**src/rtl/crcfp_pkg.sv**
```systemverilog
// Shared types, codes and the CRC-8 byte update for the frame receive parser.
package crcfp_pkg;

	// Parser phase codes.
	localparam logic [2:0] PH_SYNC1   = 3'd0;
	localparam logic [2:0] PH_SYNC2   = 3'd1;
	localparam logic [2:0] PH_ID      = 3'd2;
	localparam logic [2:0] PH_LEN     = 3'd3;
	localparam logic [2:0] PH_PAYLOAD = 3'd4;
	localparam logic [2:0] PH_CRC     = 3'd5;

	// Result kinds.
	localparam logic [1:0] KIND_DATA  = 2'd0;
	localparam logic [1:0] KIND_GOOD  = 2'd1;
	localparam logic [1:0] KIND_BAD   = 2'd2;
	localparam logic [1:0] KIND_ABORT = 2'd3;

	// Input word modes.
	localparam logic MODE_BYTE = 1'b0;
	localparam logic MODE_TICK = 1'b1;

	// Configuration register indexes.
	localparam logic [1:0] CFG_SYNC_FIRST    = 2'd0;
	localparam logic [1:0] CFG_SYNC_SECOND   = 2'd1;
	localparam logic [1:0] CFG_MAX_PAYLOAD   = 2'd2;
	localparam logic [1:0] CFG_TIMEOUT_TICKS = 2'd3;

	// CRC-8 constants.
	localparam logic [7:0] CRC_POLY = 8'h07;
	localparam logic [7:0] CRC_INIT = 8'h00;

	localparam logic [15:0] IDLE_MAX = 16'hFFFF;

	// Configuration register set.
	typedef struct packed {
		logic [7:0]  sync_first;
		logic [7:0]  sync_second;
		logic [7:0]  max_payload;
		logic [15:0] timeout_ticks;
	} cfg_regs_t;

	// Parser state carried from one word to the next.
	typedef struct packed {
		logic [2:0]  phase;
		logic [7:0]  crc;
		logic [7:0]  held_id;
		logic [7:0]  held_length;
		logic [7:0]  payload_count;
		logic [15:0] idle_count;
	} parser_state_t;

	// One result word with its valid flag.
	typedef struct packed {
		logic        valid;
		logic [1:0]  kind;
		logic [7:0]  data_byte;
		logic [7:0]  byte_index;
		logic [7:0]  frame_id;
		logic [7:0]  frame_length;
	} result_t;

	// One byte of an MSB-first CRC-8 with no reflection.
	function automatic logic [7:0] crc8_update(input logic [7:0] crc, input logic [7:0] b);
		logic [7:0] c;
		c = crc ^ b;
		for (int k = 0; k < 8; k++) begin
			if (c[7]) begin
				c = {c[6:0], 1'b0} ^ CRC_POLY;
			end else begin
				c = {c[6:0], 1'b0};
			end
		end
		return c;
	endfunction

endpackage

```
**src/rtl/crcfp_cfg.sv**
```systemverilog
// Configuration registers of the frame receive parser.
module crcfp_cfg
	import crcfp_pkg::*;
(
	input  logic        clk,
	input  logic        arst_n,
	input  logic        cfg_we,
	input  logic [1:0]  cfg_index,
	input  logic [15:0] cfg_data,
	output cfg_regs_t   cfg
);

	cfg_regs_t cfg_q;

	// Register writes, one index per write.
	always_ff @(posedge clk or negedge arst_n) begin
		if (!arst_n) begin
			cfg_q.sync_first    <= 8'hAA;
			cfg_q.sync_second   <= 8'h55;
			cfg_q.max_payload   <= 8'hFF;
			cfg_q.timeout_ticks <= 16'd100;
		end else if (cfg_we) begin
			unique case (cfg_index)
				CFG_SYNC_FIRST:    cfg_q.sync_first    <= cfg_data[7:0];
				CFG_SYNC_SECOND:   cfg_q.sync_second   <= cfg_data[7:0];
				CFG_MAX_PAYLOAD:   cfg_q.max_payload   <= cfg_data[7:0];
				CFG_TIMEOUT_TICKS: cfg_q.timeout_ticks <= cfg_data;
				default:           cfg_q               <= cfg_q;
			endcase
		end
	end

	assign cfg = cfg_q;

endmodule

```
**src/rtl/crcfp_step.sv**
```systemverilog
// Next-state and result logic for one input word of the frame parser.
module crcfp_step
	import crcfp_pkg::*;
(
	input  cfg_regs_t     cfg,
	input  parser_state_t cur,
	input  logic          mode,
	input  logic [7:0]    rx_byte,
	output parser_state_t nxt,
	output result_t       res
);

	logic [15:0] idle_inc;
	logic [7:0]  count_inc;
	logic [7:0]  crc_in;
	logic [7:0]  crc_out;

	// Saturating idle counter and payload count increment.
	assign idle_inc  = (cur.idle_count == IDLE_MAX) ? cur.idle_count : cur.idle_count + 16'd1;
	assign count_inc = cur.payload_count + 8'd1;

	// The id byte starts a fresh CRC, later bytes continue it.
	assign crc_in  = (cur.phase == PH_ID) ? CRC_INIT : cur.crc;
	assign crc_out = crc8_update(crc_in, rx_byte);

	// Phase update and result selection.
	always_comb begin
		nxt              = cur;
		res.valid        = 1'b0;
		res.kind         = KIND_DATA;
		res.data_byte    = 8'd0;
		res.byte_index   = 8'd0;
		res.frame_id     = cur.held_id;
		res.frame_length = cur.held_length;
		if (mode == MODE_TICK) begin
			if (cur.phase == PH_SYNC1 || cur.phase > PH_CRC) begin
				nxt.phase = PH_SYNC1;
			end else begin
				nxt.idle_count = idle_inc;
				if (idle_inc > cfg.timeout_ticks) begin
					nxt.phase         = PH_SYNC1;
					nxt.payload_count = 8'd0;
					nxt.idle_count    = 16'd0;
					nxt.crc           = CRC_INIT;
					if (cur.payload_count != 8'd0) begin
						res.valid = 1'b1;
						res.kind  = KIND_ABORT;
					end
				end
			end
		end else begin
			nxt.idle_count = 16'd0;
			unique case (cur.phase)
				PH_SYNC2: begin
					if (rx_byte == cfg.sync_second) begin
						nxt.phase = PH_ID;
					end else if (rx_byte != cfg.sync_first) begin
						nxt.phase = PH_SYNC1;
					end
				end
				PH_ID: begin
					nxt.held_id = rx_byte;
					nxt.crc     = crc_out;
					nxt.phase   = PH_LEN;
				end
				PH_LEN: begin
					if (rx_byte > cfg.max_payload) begin
						nxt.phase         = PH_SYNC1;
						nxt.payload_count = 8'd0;
						nxt.crc           = CRC_INIT;
					end else begin
						nxt.held_length   = rx_byte;
						nxt.crc           = crc_out;
						nxt.payload_count = 8'd0;
						nxt.phase         = (rx_byte == 8'd0) ? PH_CRC : PH_PAYLOAD;
					end
				end
				PH_PAYLOAD: begin
					nxt.crc           = crc_out;
					nxt.payload_count = count_inc;
					if (count_inc >= cur.held_length) begin
						nxt.phase = PH_CRC;
					end
					res.valid      = 1'b1;
					res.kind       = KIND_DATA;
					res.data_byte  = rx_byte;
					res.byte_index = cur.payload_count;
				end
				PH_CRC: begin
					res.valid         = 1'b1;
					res.kind          = (rx_byte == cur.crc) ? KIND_GOOD : KIND_BAD;
					nxt.phase         = PH_SYNC1;
					nxt.payload_count = 8'd0;
					nxt.crc           = CRC_INIT;
				end
				default: begin
					nxt.phase = (rx_byte == cfg.sync_first) ? PH_SYNC2 : PH_SYNC1;
				end
			endcase
		end
	end

endmodule

```
**src/rtl/crc8_frame_receive_parser.sv**
```systemverilog
// Top level of the CRC-8 frame receive parser: input register, parser state, result register.
//
//   Channel | Direction | Handshake          | Payload
//   input   | in        | in_valid/in_stall  | mode, rx_byte
//   result  | out       | out_valid/out_stall| kind, data_byte, byte_index, frame_id, frame_length
//   config  | in        | cfg_we             | cfg_index, cfg_data
//
// One word is accepted every cycle while in_stall is low.
// The input register feeds the parser step logic, which updates the state and the result
// register in the same cycle. Reset clears the input and result valid flags and the parser
// state, and loads the configuration defaults. While a result waits under out_stall, the word
// in the input register holds and in_stall rises until the result register frees up.
module crc8_frame_receive_parser
	import crcfp_pkg::*;
(
	input  logic        clk,
	input  logic        arst_n,
	input  logic        in_valid,
	output logic        in_stall,
	input  logic        mode,
	input  logic [7:0]  rx_byte,
	output logic        out_valid,
	input  logic        out_stall,
	output logic [1:0]  kind,
	output logic [7:0]  data_byte,
	output logic [7:0]  byte_index,
	output logic [7:0]  frame_id,
	output logic [7:0]  frame_length,
	input  logic        cfg_we,
	input  logic [1:0]  cfg_index,
	input  logic [15:0] cfg_data
);

	cfg_regs_t     cfg;
	parser_state_t state_q;
	parser_state_t state_nxt;
	result_t       res;

	logic       valid_s1;
	logic       mode_s1;
	logic [7:0] byte_s1;
	logic       out_valid_q;
	logic [1:0] kind_q;
	logic [7:0] data_byte_q;
	logic [7:0] byte_index_q;
	logic [7:0] frame_id_q;
	logic [7:0] frame_length_q;
	logic       out_free;
	logic       step_go;
	logic       in_take;

	crcfp_cfg u_cfg (
		.clk       (clk),
		.arst_n    (arst_n),
		.cfg_we    (cfg_we),
		.cfg_index (cfg_index),
		.cfg_data  (cfg_data),
		.cfg       (cfg)
	);

	crcfp_step u_step (
		.cfg     (cfg),
		.cur     (state_q),
		.mode    (mode_s1),
		.rx_byte (byte_s1),
		.nxt     (state_nxt),
		.res     (res)
	);

	// Handshake control: the staged word advances whenever the result register can load.
	assign out_free = !out_valid_q || !out_stall;
	assign step_go  = valid_s1 && out_free;
	assign in_stall = valid_s1 && !out_free;
	assign in_take  = in_valid && !in_stall;

	// Input register valid flag.
	always_ff @(posedge clk or negedge arst_n) begin
		if (!arst_n) begin
			valid_s1 <= 1'b0;
		end else if (!in_stall) begin
			valid_s1 <= in_valid;
		end
	end

	// Input register payload.
	always_ff @(posedge clk) begin
		if (in_take) begin
			mode_s1 <= mode;
			byte_s1 <= rx_byte;
		end
	end

	// Parser state update.
	always_ff @(posedge clk or negedge arst_n) begin
		if (!arst_n) begin
			state_q.phase         <= PH_SYNC1;
			state_q.crc           <= CRC_INIT;
			state_q.held_id       <= 8'd0;
			state_q.held_length   <= 8'd0;
			state_q.payload_count <= 8'd0;
			state_q.idle_count    <= 16'd0;
		end else if (step_go) begin
			state_q <= state_nxt;
		end
	end

	// Result register valid flag.
	always_ff @(posedge clk or negedge arst_n) begin
		if (!arst_n) begin
			out_valid_q <= 1'b0;
		end else if (out_free) begin
			out_valid_q <= step_go && res.valid;
		end
	end

	// Result register payload.
	always_ff @(posedge clk) begin
		if (step_go && res.valid) begin
			kind_q         <= res.kind;
			data_byte_q    <= res.data_byte;
			byte_index_q   <= res.byte_index;
			frame_id_q     <= res.frame_id;
			frame_length_q <= res.frame_length;
		end
	end

	assign out_valid    = out_valid_q;
	assign kind         = kind_q;
	assign data_byte    = data_byte_q;
	assign byte_index   = byte_index_q;
	assign frame_id     = frame_id_q;
	assign frame_length = frame_length_q;

endmodule
```
**config.mk**
```make
export PLATFORM = sky130hd
export DESIGN_NAME = crc8_frame_receive_parser
export DESIGN_NICKNAME = d
export VERILOG_FILES = /design/src/rtl/crcfp_pkg.sv /design/src/rtl/crcfp_cfg.sv /design/src/rtl/crcfp_step.sv /design/src/rtl/crc8_frame_receive_parser.sv
export SDC_FILE = /design/constraint.sdc
export NUM_CORES = 1
export LEC_CHECK = 0
export BUFFER_PORTS_ARGS = -buffer_cell sky130_fd_sc_hd__buf_2
export CAP_MARGIN = 20
export CELL_PAD_IN_SITES_DETAIL_PLACEMENT = 0
export CELL_PAD_IN_SITES_GLOBAL_PLACEMENT = 1
export CORE_MARGIN = 4
export CORE_UTILIZATION = 50
export CTS_CLUSTER_DIAMETER = 40
export DETAILED_ROUTE_END_ITERATION = 6
export GPL_TIMING_DRIVEN = 0
export PLACE_DENSITY = 0.82
export SLEW_MARGIN = 20
export SYNTH_ARGS = -nofsm -noshare
export SYNTH_HDL_FRONTEND = slang
export SYNTH_SLANG_ARGS = --single-unit
```
**constraint.sdc**
```tcl
create_clock -name clk -period 12 [get_ports clk]
set_input_delay 1.2 -clock clk [delete_from_list [all_inputs] [get_ports clk]]
set_output_delay 1.2 -clock clk [all_outputs]
set_load 0.01 [all_outputs]
```
; ---- Yosys cells after proc, flatten, opt, wreduce, memory -nomap -nowiden
; Cells that the tools add are included.
[totals]
wordCells = 116
in_bits = 32
reg_bits = 136
[classes]
magnitude_cmp = 4
muxes = 32
addsub = 2
eq_ne = 18
reduce_logical = 29
bitwise_logic = 12
[ops]
columns = cell, count
row1 = two-way mux 24 bit, 3
row2 = two-way mux 3 bit, 16
row3 = two-way mux 11 bit, 3
row4 = equality test 8 bit, 3
row5 = NOT 3 bit, 8
row6 = case mux 8 bit (3 select lines), 1
row7 = adder 16 x 1 -> 16 bit (second input constant), 1
row8 = equality test 16 bit (second input constant), 1
row9 = > comparator 16 bit, 1
row10 = two-way mux 16 bit, 1
row11 = two-way mux 8 bit, 2
row12 = case mux 8 bit (2 select lines), 1
row13 = AND reduction 4 bit, 4
row14 = case mux 3 bit (5 select lines), 1
row15 = AND reduction 2 bit, 5
row16 = adder 8 x 1 -> 8 bit (second input constant), 1
row17 = >= comparator 8 bit, 1
row18 = > comparator 8 bit, 1
row19 = logical NOT 8 bit, 1
row20 = inequality test 8 bit, 1
row21 = nonzero test 8 bit, 1
row22 = bitwise XOR 8 bit, 1
row23 = equality test 3 x 2 -> 1 bit (second input constant), 2
row24 = equality test 3 bit (second input constant), 2
row25 = other kinds (22), 35

; ---- Longest topological paths before layout
; Gate-level depths: netlist of run 1.
[depth]
word_depth = 22
mapped_depth = 15
ltp_nobuf = 12

; ---- Cells and area by module
; From an unflattened synthesis of run 1, not the netlist that was laid out.
[hier_totals]
cells_unflattened = 760
area_unflattened_um2 = 8264.2
[modules_own_cells]
columns = module, cells_each, n_inst, seq_area_each_um2, area_each_um2
row1 = crcfp_step, 514, 1, 0.0, 3429.5
row2 = crc8_frame_receive_parser, 161, 1, 2617.5, 3296.9
row3 = crcfp_cfg, 85, 1, 1024.7, 1537.7

; ---- Worst setup path before layout of run 1
; No wires, ideal clock.
[synth_path]
path_type = flip-flop to flip-flop
startpoint = register state_q[6] in the netlist's numbering
endpoint = register byte_index_q[0] (netlist: byte_index[0]) (enable)
setup_ns = 0.425
path_buffers = 3
t_arrival_ns = 4.510
required_ns = 11.575
path_stages_with_launch = 15
period_less_slack_ns = 4.935
setup_slack_ns = 7.065
path_cell_list = dfrtp_1 > buf_2 > and4_1 > clkbuf_1 > and4_1 > and3_1 > mux2_2 > ha_1 > nand4_2 > nor3_1 > a2111oi_4 > a31oi_2 > buf_2 > a22oi_1 > nor2_1
[synth_between]
elab_chain_len = 7
elab_cells_between_ends = 8
[synth_lines]
columns = element, line_no
row1 = from (decl), crc8_frame_receive_parser.sv:35  ; parser_state_t state_q;
row2 = from (signal assigned), crc8_frame_receive_parser.sv:103  ; state_q <= state_nxt;
row3 = adder 16 x 1 -> 16 bit or equality test 16 bit (tied branches), crcfp_step.sv:19  ; assign idle_inc = (cur.idle_count == IDLE_MAX) ? cur.idle_count : cur.idle_count + 16'd1;
row4 = two-way mux 16 bit *, crcfp_step.sv:19
row5 = > comparator 16 bit *, crcfp_step.sv:40  ; if (idle_inc > cfg.timeout_ticks) begin
row6 = two-way mux 3 bit *, crcfp_step.sv:40
row7 = two-way mux 3 bit *, crcfp_step.sv:36  ; if (cur.phase == PH_SYNC1 || cur.phase > PH_CRC) begin
row8 = two-way mux 3 bit *, crcfp_step.sv:35  ; if (mode == MODE_TICK) begin
row9 = logical AND 1 bit *, crc8_frame_receive_parser.sv:118  ; if (step_go && res.valid) begin
row10 = to (signal assigned), crc8_frame_receive_parser.sv:121  ; byte_index_q <= res.byte_index;
row11 = to (decl), crc8_frame_receive_parser.sv:45  ; logic [7:0] byte_index_q;
; Mark *: on every way between the ends. The rest lies on a longest branch, timed or not.
; A chain may end at the register's enable or synchronous reset.

; ---- Worst setup path in the final report of run 1
[layout_path]
startpoint = register state_q[6] in the netlist's numbering
endpoint = register byte_index_q[1] (netlist: byte_index[1]) (enable)
; The elaborated chain is that of the path after synthesis.

==> results of run 1 <==
-- synth_stat cells (all sizes together) (13+ instances only) --
cell,number
nor2,37
inv,39
nand2,36
xor2,24
xnor2,50
a21oi,13
ha,35
nand4,14
mux2,59
nand3,15
edfxtp,43
dfstp,19
buf,15
dfrtp,74
and2,16
-- power groups by stage --
stage,clock network (W),logic (W),registers (W)
2_1_floorplan,0,0.000107,0.000541
3_3_place_gp,0,0.000136,0.000545
3_5_place_dp,0,0.000145,0.000547
4_1_cts,0.000538,0.000146,0.000538
5_1_grt,0.000559,0.000163,0.000542
6_report,0.000529,0.000144,0.000538
-- flip-flops by register name (all words and copies together) (netlist names), 2 cells and up --
register      count
kind              2
frame_id          8
data_byte         8
byte_index        8
frame_length      8
state_q          51
byte_s1           8
u_cfg.cfg        40
-- per-stage QoR --
step | total power [W] | instance area (sq um)
2_1_floorplan | 0.000648 | 7310
3_3_place_gp | 0.000681 | 7870
3_5_place_dp | 0.000692 | 7930
4_1_cts | 0.00122 | 8530
5_1_grt | 0.00126 | 8530
6_report | 0.00121 | 8530
-- kinds of logic (layout without fill, tap and decap cells) --
logic type      Yosys count  in the layout  share of synthesized area [%]
compound gates           85             85                           9.34
xor+xnor                 74             74                           8.87
fa+ha+maj                35             35                           5.99
buf+inv                  64            165                           3.66
flops                   136            136                           49.8
mux                      60             60                           9.22
simple gates            177            177                           13.1
-- cell type report --
class	instances	area [sq um]
clock inverters	14	161
flip-flops and latches	136	3640
plain buffers	25	121
repair buffers	69	389
clock buffers	18	439
inverters	39	146
well taps	180	225
multi-input cells	431	3410
fillers	1135	5560
-- worst min-delay path by stage --
stage / to / slack [ns]
4_1_cts: frame_id[3] / 0.45
3_3_place_gp: frame_id[7] / 0.43
3_5_place_dp: frame_id[4] / 0.44
6_report: frame_id[1] / 0.45
2_1_floorplan: frame_id[0] / 0.42
5_1_grt: frame_id[4] / 0.46
-- metal layers --
layer  up-vias  track usage, %  share of wire [%]
met3        25            4.44                5.4
met5         -               0                  0
li1       2458               -                  -
met1      2568            27.0                 44
met4         0            7.10                1.7
met2       144            34.1                 49
==> flow_metrics.env, run 1 <==
export IMPL_synth_ff_type="dfrtp_1"
export IMPL_worstPathRequired_ns=12.13
export IMPL_r2r_slack_ns=7.63
export IMPL_critical_path_depth=15
export IMPL_start_kind="flop"
export IMPL_slowest_stage="nor4_2"
export IMPL_clockBufferDepth=2
export IMPL_endpoint="byte_index[1]"
export IMPL_syn_nets=698
export IMPL_min_delay_path_depth=0
export IMPL_fp_dieArea_sq_um=16600
export IMPL_dp_cells=880
export IMPL_slowest_delay_ns=0.40
export IMPL_status="complete, no violations"
export IMPL_critPathCaptureType="flop"
export IMPL_setup_slack_ns=7.63
export IMPL_yosys_area_top_type="dfrtp_1"
export IMPL_finalWirelength_microns=16200
export IMPL_final_common_cell="buf_2"
export IMPL_p_per_area_nw_per_um2=142
export IMPL_ys_types=64
export IMPL_vias_per_cell=5.70
export IMPL_vias=5195
export IMPL_ys_top_cells_by_area="dfrtp_1 25%, edfxtp_1 18%, mux2_2 9.1%"
export IMPL_async_flop_share_pct=68.4
export IMPL_antenna_found_initial=0
export IMPL_drt_initial_drc_count=260
export IMPL_finalHoldViolations=0
export IMPL_crit_start="state_q[6]"
export IMPL_postCtsSetupBuffers=0
export IMPL_syn_inst=631
export IMPL_slew_headroom_pct=50.9
export IMPL_path_delay_family="simple AND/OR/NAND/NOR gates"
export IMPL_power_frac_seq_pct=44.4
export IMPL_initial_core_util_pct=51.9
export IMPL_final_cell_mix="79 x buf_2, 74 x dfrtp_1, 59 x mux2_2, 50 x xnor2_1, 43 x edfxtp_1"
export IMPL_boundaryPins=68
export IMPL_utilization_pct=60.5
export IMPL_detail_route_antenna_nets=0
export IMPL_drc_errors=0
export IMPL_p_int_w=0.000905
export IMPL_cts_resized=0
export IMPL_synth_edf_count=43
export IMPL_reg2reg_depth=15
export IMPL_clk_pin_slew_ns=0.06
export IMPL_grt_util_all_layers_pct=20.6
export IMPL_dr_pass1_iters=5
export IMPL_avgSynthCellArea_sq_um=11.6
export IMPL_chipHeight_microns=129
export IMPL_dp_hpwl_microns=12000
export IMPL_max_freq_mhz=229
export IMPL_clock_latency_ns=0.43
export IMPL_synth_warning_count=0
export IMPL_wl_per_cell_microns=17.8
export IMPL_syn_to_final_growth_pct=16.7
export IMPL_fin_skew_ns=0.00850
export IMPL_fin_nets=786
export IMPL_hold_ws_ns=0.447
export IMPL_combinationalPowerShare_pct=11.9
export IMPL_cts_buffers=17
export IMPL_synth_top_area_share_pct=25.3
export IMPL_min_delay_start="state_q[33]"
export IMPL_r2r_start="state_q[6]"
export IMPL_first_global_vias=5193
export IMPL_leakage_nw=3.75
export IMPL_finalSetupViolCount=0
export IMPL_core_area_sq_um=14100
export IMPL_crit_buf_inv=4
export IMPL_grt_first_pass_wirelength_microns=26400
export IMPL_grt_remaining_overflow=0
export IMPL_grt_max_degree=67
export IMPL_post_route_cells_drive_above_1_share_pct=28.3
export IMPL_pwr_share_clk_pct=43.7
export IMPL_die_width_microns=129
export IMPL_p_sw_w=0.000306
export IMPL_period_minus_slack_ns=4.37
export IMPL_cts_root_buf="clkbuf_16"
export IMPL_worst_slew_pin_slew_ns=0.732
export IMPL_rows=43
export IMPL_rsz0062_at_grt="false"
export IMPL_path_cells="buf_2, and4_1, clkbuf_1, and4_1, and3_1, mux2_2, ha_1, nand4_2, nor4_2, o21ai_1, a31oi_2, buf_2, a22oi_1, nor2_4, buf_12"
export IMPL_drv_cap=0
export IMPL_p_sw_share_pct=25.3
export IMPL_postCtsHoldBufs=0
export IMPL_ir_worst_vdd_mv=0.0901
export IMPL_setup_tns_ns=0
export IMPL_dp_slack_ns=7.65
export IMPL_io_buffers=67
export IMPL_cts_tree="built"
export IMPL_syn_area_sq_um=7310
export IMPL_ys_seq_area_share_pct=49.8
export IMPL_worstReg2RegEnd="byte_index[1]"
export IMPL_place_congestion=0.798
export IMPL_crit_arrival_ns=4.50
export IMPL_min_path_type="reg2reg"
export IMPL_cp_max_fo=31
export IMPL_drv_slew=0
export IMPL_insertedDiodeCount=0
export IMPL_clock_sinks=136
export IMPL_finalCritPeriodShare_pct=36.4
export IMPL_synth_seq_cells=136
export IMPL_htreeDepth=4
export IMPL_worstSetupPathType="reg2reg"
export IMPL_finalNonFillerCells=912
Note: power is estimated with default switching activity, not from simulation.
==> run 2: changes to the inputs <==
- CORE_UTILIZATION: 50 -> 48
- PLACE_DENSITY: 0.82 -> 0.79
- clock period: 12 -> 4.3 ns (I/O delays scaled with it)
==> flow_metrics.env, run 2 (synthesis gave the netlist of run 1 again) <==
export IMPL_cts_buffers=17
export IMPL_drv_slew=0
export IMPL_leakage_nw=3.76
export IMPL_largest_reg_flops=51
export IMPL_finalWirelength_microns=16600
export IMPL_grt_util_all_layers_pct=20.0
export IMPL_initial_core_util_pct=49.7
export IMPL_grt_max_degree=52
export IMPL_setup_slack_ns=0.202
export IMPL_dp_slack_ns=-0.523
export IMPL_place_congestion=0.817
export IMPL_final_common_cell="buf_2"
export IMPL_crit_arrival_ns=4.28
export IMPL_finalSetupViolCount=0
export IMPL_core_area_sq_um=14700
export IMPL_crit_start="state_q[3]"
export IMPL_htreeDepth=4
export IMPL_final_cell_mix="78 x buf_2, 73 x dfrtp_1, 59 x mux2_2, 50 x xnor2_1, 43 x edfxtp_1"
export IMPL_r2r_start="state_q[3]"
export IMPL_grt_remaining_overflow=0
export IMPL_vias=5140
export IMPL_finalNonFillerCells=920
export IMPL_critPathCaptureType="flop"
export IMPL_dr_pass1_iters=5
export IMPL_ir_worst_vdd_mv=0.281
export IMPL_io_buffers=67
export IMPL_reg2reg_depth=15
export IMPL_start_kind="flop"
export IMPL_insertedDiodeCount=0
export IMPL_utilization_pct=58.5
export IMPL_drv_cap=0
export IMPL_detail_route_antenna_nets=0
export IMPL_slew_headroom_pct=54.3
export IMPL_clk_pin_slew_ns=0.06
export IMPL_endpoint="frame_id[1]"
export IMPL_cp_max_fo=10
export IMPL_cts_tree="built"
export IMPL_worst_slew_pin_slew_ns=0.682
export IMPL_clock_sinks=136
export IMPL_worstReg2RegEnd="frame_id[1]"
export IMPL_multi_input_area_sq_um=3450
export IMPL_fin_skew_ns=0.00815
export IMPL_min_path_type="in2reg"
export IMPL_finalHoldViolations=0
export IMPL_finalCritPeriodShare_pct=95.3
export IMPL_regMostFlops="state_q"
export IMPL_die_width_microns=131
export IMPL_seq_area_sq_um=3640
export IMPL_wl_per_cell_microns=18.0
export IMPL_dp_hpwl_microns=12100
export IMPL_post_route_cells_drive_above_1_share_pct=29.2
export IMPL_drt_initial_drc_count=278
export IMPL_grt_first_pass_wirelength_microns=27600
export IMPL_drc_errors=0
export IMPL_final_fill_count=1226
export IMPL_fp_dieArea_sq_um=17300
export IMPL_r2r_slack_ns=0.20
export IMPL_vias_per_cell=5.59
export IMPL_rows=44
export IMPL_worstPathRequired_ns=4.48
export IMPL_status="complete, no violations"
export IMPL_syn_to_final_growth_pct=17.6
export IMPL_max_freq_mhz=244
export IMPL_rsz0062_at_grt="false"
export IMPL_cts_root_buf="clkbuf_16"
export IMPL_boundaryPins=68
export IMPL_dp_cells=883
export IMPL_antenna_found_initial=0
export IMPL_clock_latency_ns=0.43
export IMPL_chipHeight_microns=131
export IMPL_first_global_vias=5321
export IMPL_min_delay_path_depth=1
export IMPL_p_per_area_nw_per_um2=388
export IMPL_clockBufferDepth=2
export IMPL_period_minus_slack_ns=4.10
export IMPL_fin_nets=790
export IMPL_worstSetupPathType="reg2reg"
## run 2: cell types whose count changed in the layout (fill, tap and decap cells not counted), moves of 2 or more
cell        before  now
buf_4            1    4
clkinvlp_4       1    3
nor3_1          10    8
nor3_2           2    4
## run 2: power by group
part / total [W] / internal (W) / switching, W
combinational: 0.000408 / 0.000198 / 0.000211
clock: 0.00142 / 0.000824 / 0.000597
sequential: 0.00150 / 0.00145 / 0.0000562
total: 0.00333 / 0.00247 / 0.000864
## run 2: worst min-delay path by stage
stage | startpoint | end | slack, ns
global route | rx_byte[1] | byte_s1[1] | 0.16
finish | rx_byte[0] | byte_s1[0] | 0.18
floorplan | arst_n | out_valid | 0.13
global placement | state_q[33] | frame_id[1] | 0.43
detailed placement | arst_n | u_cfg.cfg[38] | 0.40
CTS | rx_byte[1] | byte_s1[1] | 0.16
## run 2: area by class of cell
type	count	share of cell area (%)
clock buffer	18	5.11
tap	184	2.68
timing repair buffer	73	4.91
sequential	136	42.4
inverter	39	1.70
clock inverter	14	1.60
multi-input combinational	432	40.2
buffer	24	1.44
## run 2: through the flow
step,TNS [ns],power (W),cell area [sq um],hold slack [ns]
CTS,0,0.00336,8560,0.159
global route,0,0.00348,8590,0.158
global placement,-14.66,0.00190,7880,0.430
floorplan,0,0.00181,7320,0.134
finish,0,0.00333,8590,0.176
detailed placement,-17.74,0.00193,7920,0.395
## run 2: routing by layer
layer,vias to the layer above,GRT usage [%],wire [microns],share of wire [%]
met5,-,0,0,0
met4,0,6.88,245,1.5
met3,26,4.63,723,4.4
met2,133,32.9,8090,49
met1,2513,26.2,7510,45
li1,2468,-,-,-
## run 2: timing repair
action | CTS | global route
endpoints found under the setup margin | 34 | 34
gates cloned | 1 | 0
setup buffers | 3 | 1
resized for setup | 3 | 7
pin swaps | 2 | 1
hold endpoints to repair | 32 | 0
hold buffers | 1 | 0
## run 2: worst max-delay path, stage by stage, from the launching register on
cell	delay, ns
dfrtp_1	0.44
and4_1	0.28
and2_1	0.18
and4_1	0.27
and3_1	0.22
mux2_2	0.38
ha_1	0.30
nand4_2	0.19
nor3_2	0.09
a2111oi_4	0.49
a31oi_4	0.17
buf_6	0.19
a22oi_2	0.23
buf_4	0.19
nor2_4	0.04
buf_4	0.19
==> run 3: changes to the inputs <==
- BUFFER_PORTS_ARGS: -buffer_cell sky130_fd_sc_hd__buf_2 -> -buffer_cell sky130_fd_sc_hd__clkbuf_2
- PLACE_DENSITY: 0.79 -> 0.76
==> flow_metrics.env, run 3 (synthesis gave the netlist of run 1 again) <==
export IMPL_detail_route_antenna_nets=0
export IMPL_wl_per_cell_microns=17.6
export IMPL_rsz0062_at_grt="false"
export IMPL_ir_worst_vdd_mv=0.255
export IMPL_reg2reg_depth=14
export IMPL_setup_slack_ns=0.251
export IMPL_vias_per_cell=5.62
export IMPL_drt_initial_drc_count=297
export IMPL_leakage_nw=3.76
export IMPL_hold_ws_ns=0.0841
export IMPL_cts_root_buf="clkbuf_16"
export IMPL_rows=44
export IMPL_finalNonFillerCells=917
export IMPL_grt_remaining_overflow=0
export IMPL_finalCritPeriodShare_pct=94.2
export IMPL_busiest_layer="met2"
export IMPL_dp_slack_ns=-0.425
export IMPL_initial_core_util_pct=49.7
export IMPL_post_route_cells_drive_above_1_share_pct=28.8
export IMPL_p_per_area_nw_per_um2=395
export IMPL_first_global_vias=5113
export IMPL_finalSetupViolCount=0
export IMPL_dp_hpwl_microns=11500
export IMPL_grt_util_all_layers_pct=19.2
export IMPL_drc_errors=0
export IMPL_fin_nets=787
export IMPL_status="complete, no violations"
export IMPL_clockBufferDepth=2
export IMPL_slowest_delay_ns=0.45
export IMPL_slowest_stage="dfrtp_1"
export IMPL_met3_usage_pct=4.55
export IMPL_critPathCaptureType="flop"
export IMPL_cp_max_fo=17
export IMPL_postCtsHoldBufs=0
export IMPL_path_cells="ha_1, and2_1, and4_1, and3_1, mux2_2, ha_1, nand4_2, nor3_1, a2111oi_4, a31oi_4, buf_4, a22oi_2, nor2_4, buf_12"
export IMPL_regMostFlops="state_q"
export IMPL_min_path_type="in2async"
export IMPL_fin_skew_ns=0.00714
export IMPL_clock_latency_ns=0.42
export IMPL_cts_tree="built"
export IMPL_finalWirelength_microns=16100
export IMPL_dp_cells=882
export IMPL_final_common_cell="dfrtp_1"
export IMPL_grt_use_met2_pct=31.3
export IMPL_drv_cap=0
export IMPL_worst_slew_pin_slew_ns=0.786
export IMPL_setup_tns_ns=0
export IMPL_period_minus_slack_ns=4.05
export IMPL_clk_pin_slew_ns=0.06
export IMPL_core_area_sq_um=14700
export IMPL_crit_arrival_ns=4.18
export IMPL_grt_first_pass_wirelength_microns=26200
export IMPL_place_congestion=0.850
export IMPL_clock_sinks=136
export IMPL_syn_to_final_growth_pct=17.3
export IMPL_worstSetupPathType="reg2reg"
export IMPL_final_cell_mix="73 x dfrtp_1, 66 x clkbuf_2, 59 x mux2_2, 50 x xnor2_1, 43 x edfxtp_1"
export IMPL_utilization_pct=58.3
export IMPL_dr_pass1_iters=4
export IMPL_io_buffers=67
export IMPL_vias=5149
export IMPL_chipHeight_microns=131
export IMPL_fp_dieArea_sq_um=17300
export IMPL_use_met1_pct=25.8
export IMPL_antenna_found_initial=0
export IMPL_die_width_microns=131
export IMPL_worstPathRequired_ns=4.43
export IMPL_cts_buffers=17
export IMPL_start_kind="flop"
export IMPL_insertedDiodeCount=0
export IMPL_r2r_slack_ns=0.25
export IMPL_slew_headroom_pct=47.4
export IMPL_final_fill_count=1247
export IMPL_grt_max_degree=94
export IMPL_finalHoldViolations=0
export IMPL_drv_slew=0
export IMPL_boundaryPins=68
export IMPL_htreeDepth=4
export IMPL_max_freq_mhz=247
export IMPL_cp_common_cell="ha_1"
export IMPL_largest_reg_flops=51
-- run 3: per-layer routing --
| metal | wire, microns | vias to the layer above |
|---|---|---|
| met1 | 7480 | 2538 |
| met3 | 784 | 10 |
| met4 | 178 | 0 |
| met2 | 7690 | 135 |
| li1 | - | 2466 |
| met5 | 0 | - |
-- run 3: path summary, 6_finish.rpt --
kind / startpoint / to
setup / recovery: state_q[0] / byte_index[2]
hold / removal: arst_n / u_cfg.cfg[11]
setup reg to reg: state_q[0] / byte_index[2]
hold reg to reg: state_q[32] / frame_id[0]
max in group asynchronous: arst_n / state_q[2]
min in group clk: rx_byte[7] / byte_s1[7]
-- run 3: cell type report --
class                      instances  area [sq um]  area share (%)
timing repair buffer              70           392            4.57
inverter                          39           146            1.71
tap                              184           230            2.68
clock buffer                      18           429            5.01
clock inverter                    14           171            2.00
multi-input combinational        432          3440            40.1
buffer                            24           120            1.40
sequential                       136          3640            42.5
-- run 3: what timing repair did --
| item | CTS | global route |
|---|---|---|
| pin swaps | 2 | 0 |
| gates resized for setup | 2 | 4 |
| buffers inserted | 3 | 0 |
| setup endpoints to repair | 34 | 35 |
| cloned | 1 | 0 |
-- run 3: worst max-delay path: cells and delay by family, from the launching register on --
kind / cells / cell delay, ns
AOI/OAI and AO/OA: 3 / 0.59
adders and majority gates: 2 / 0.57
buffers and inverters: 2 / 0.39
DFF: 1 / 0.45
muxes: 1 / 0.38
and+or+nand+nor: 6 / 1.38
-- run 3: report_power, final --
| group | switching, W | internal [W] | total [W] |
|---|---|---|---|
| logic | 0.000206 | 0.000193 | 0.000399 |
| clock network | 0.000569 | 0.000915 | 0.00148 |
| registers | 0.0000546 | 0.00145 | 0.00150 |
-- run 3: metrics by stage --
stage | power (W) | area (sq um)
after floorplan | 0.00181 | 7320
after global placement | 0.00190 | 7880
after detailed placement | 0.00193 | 7890
after CTS | 0.00342 | 8550
after global routing | 0.00354 | 8570
final | 0.00339 | 8570
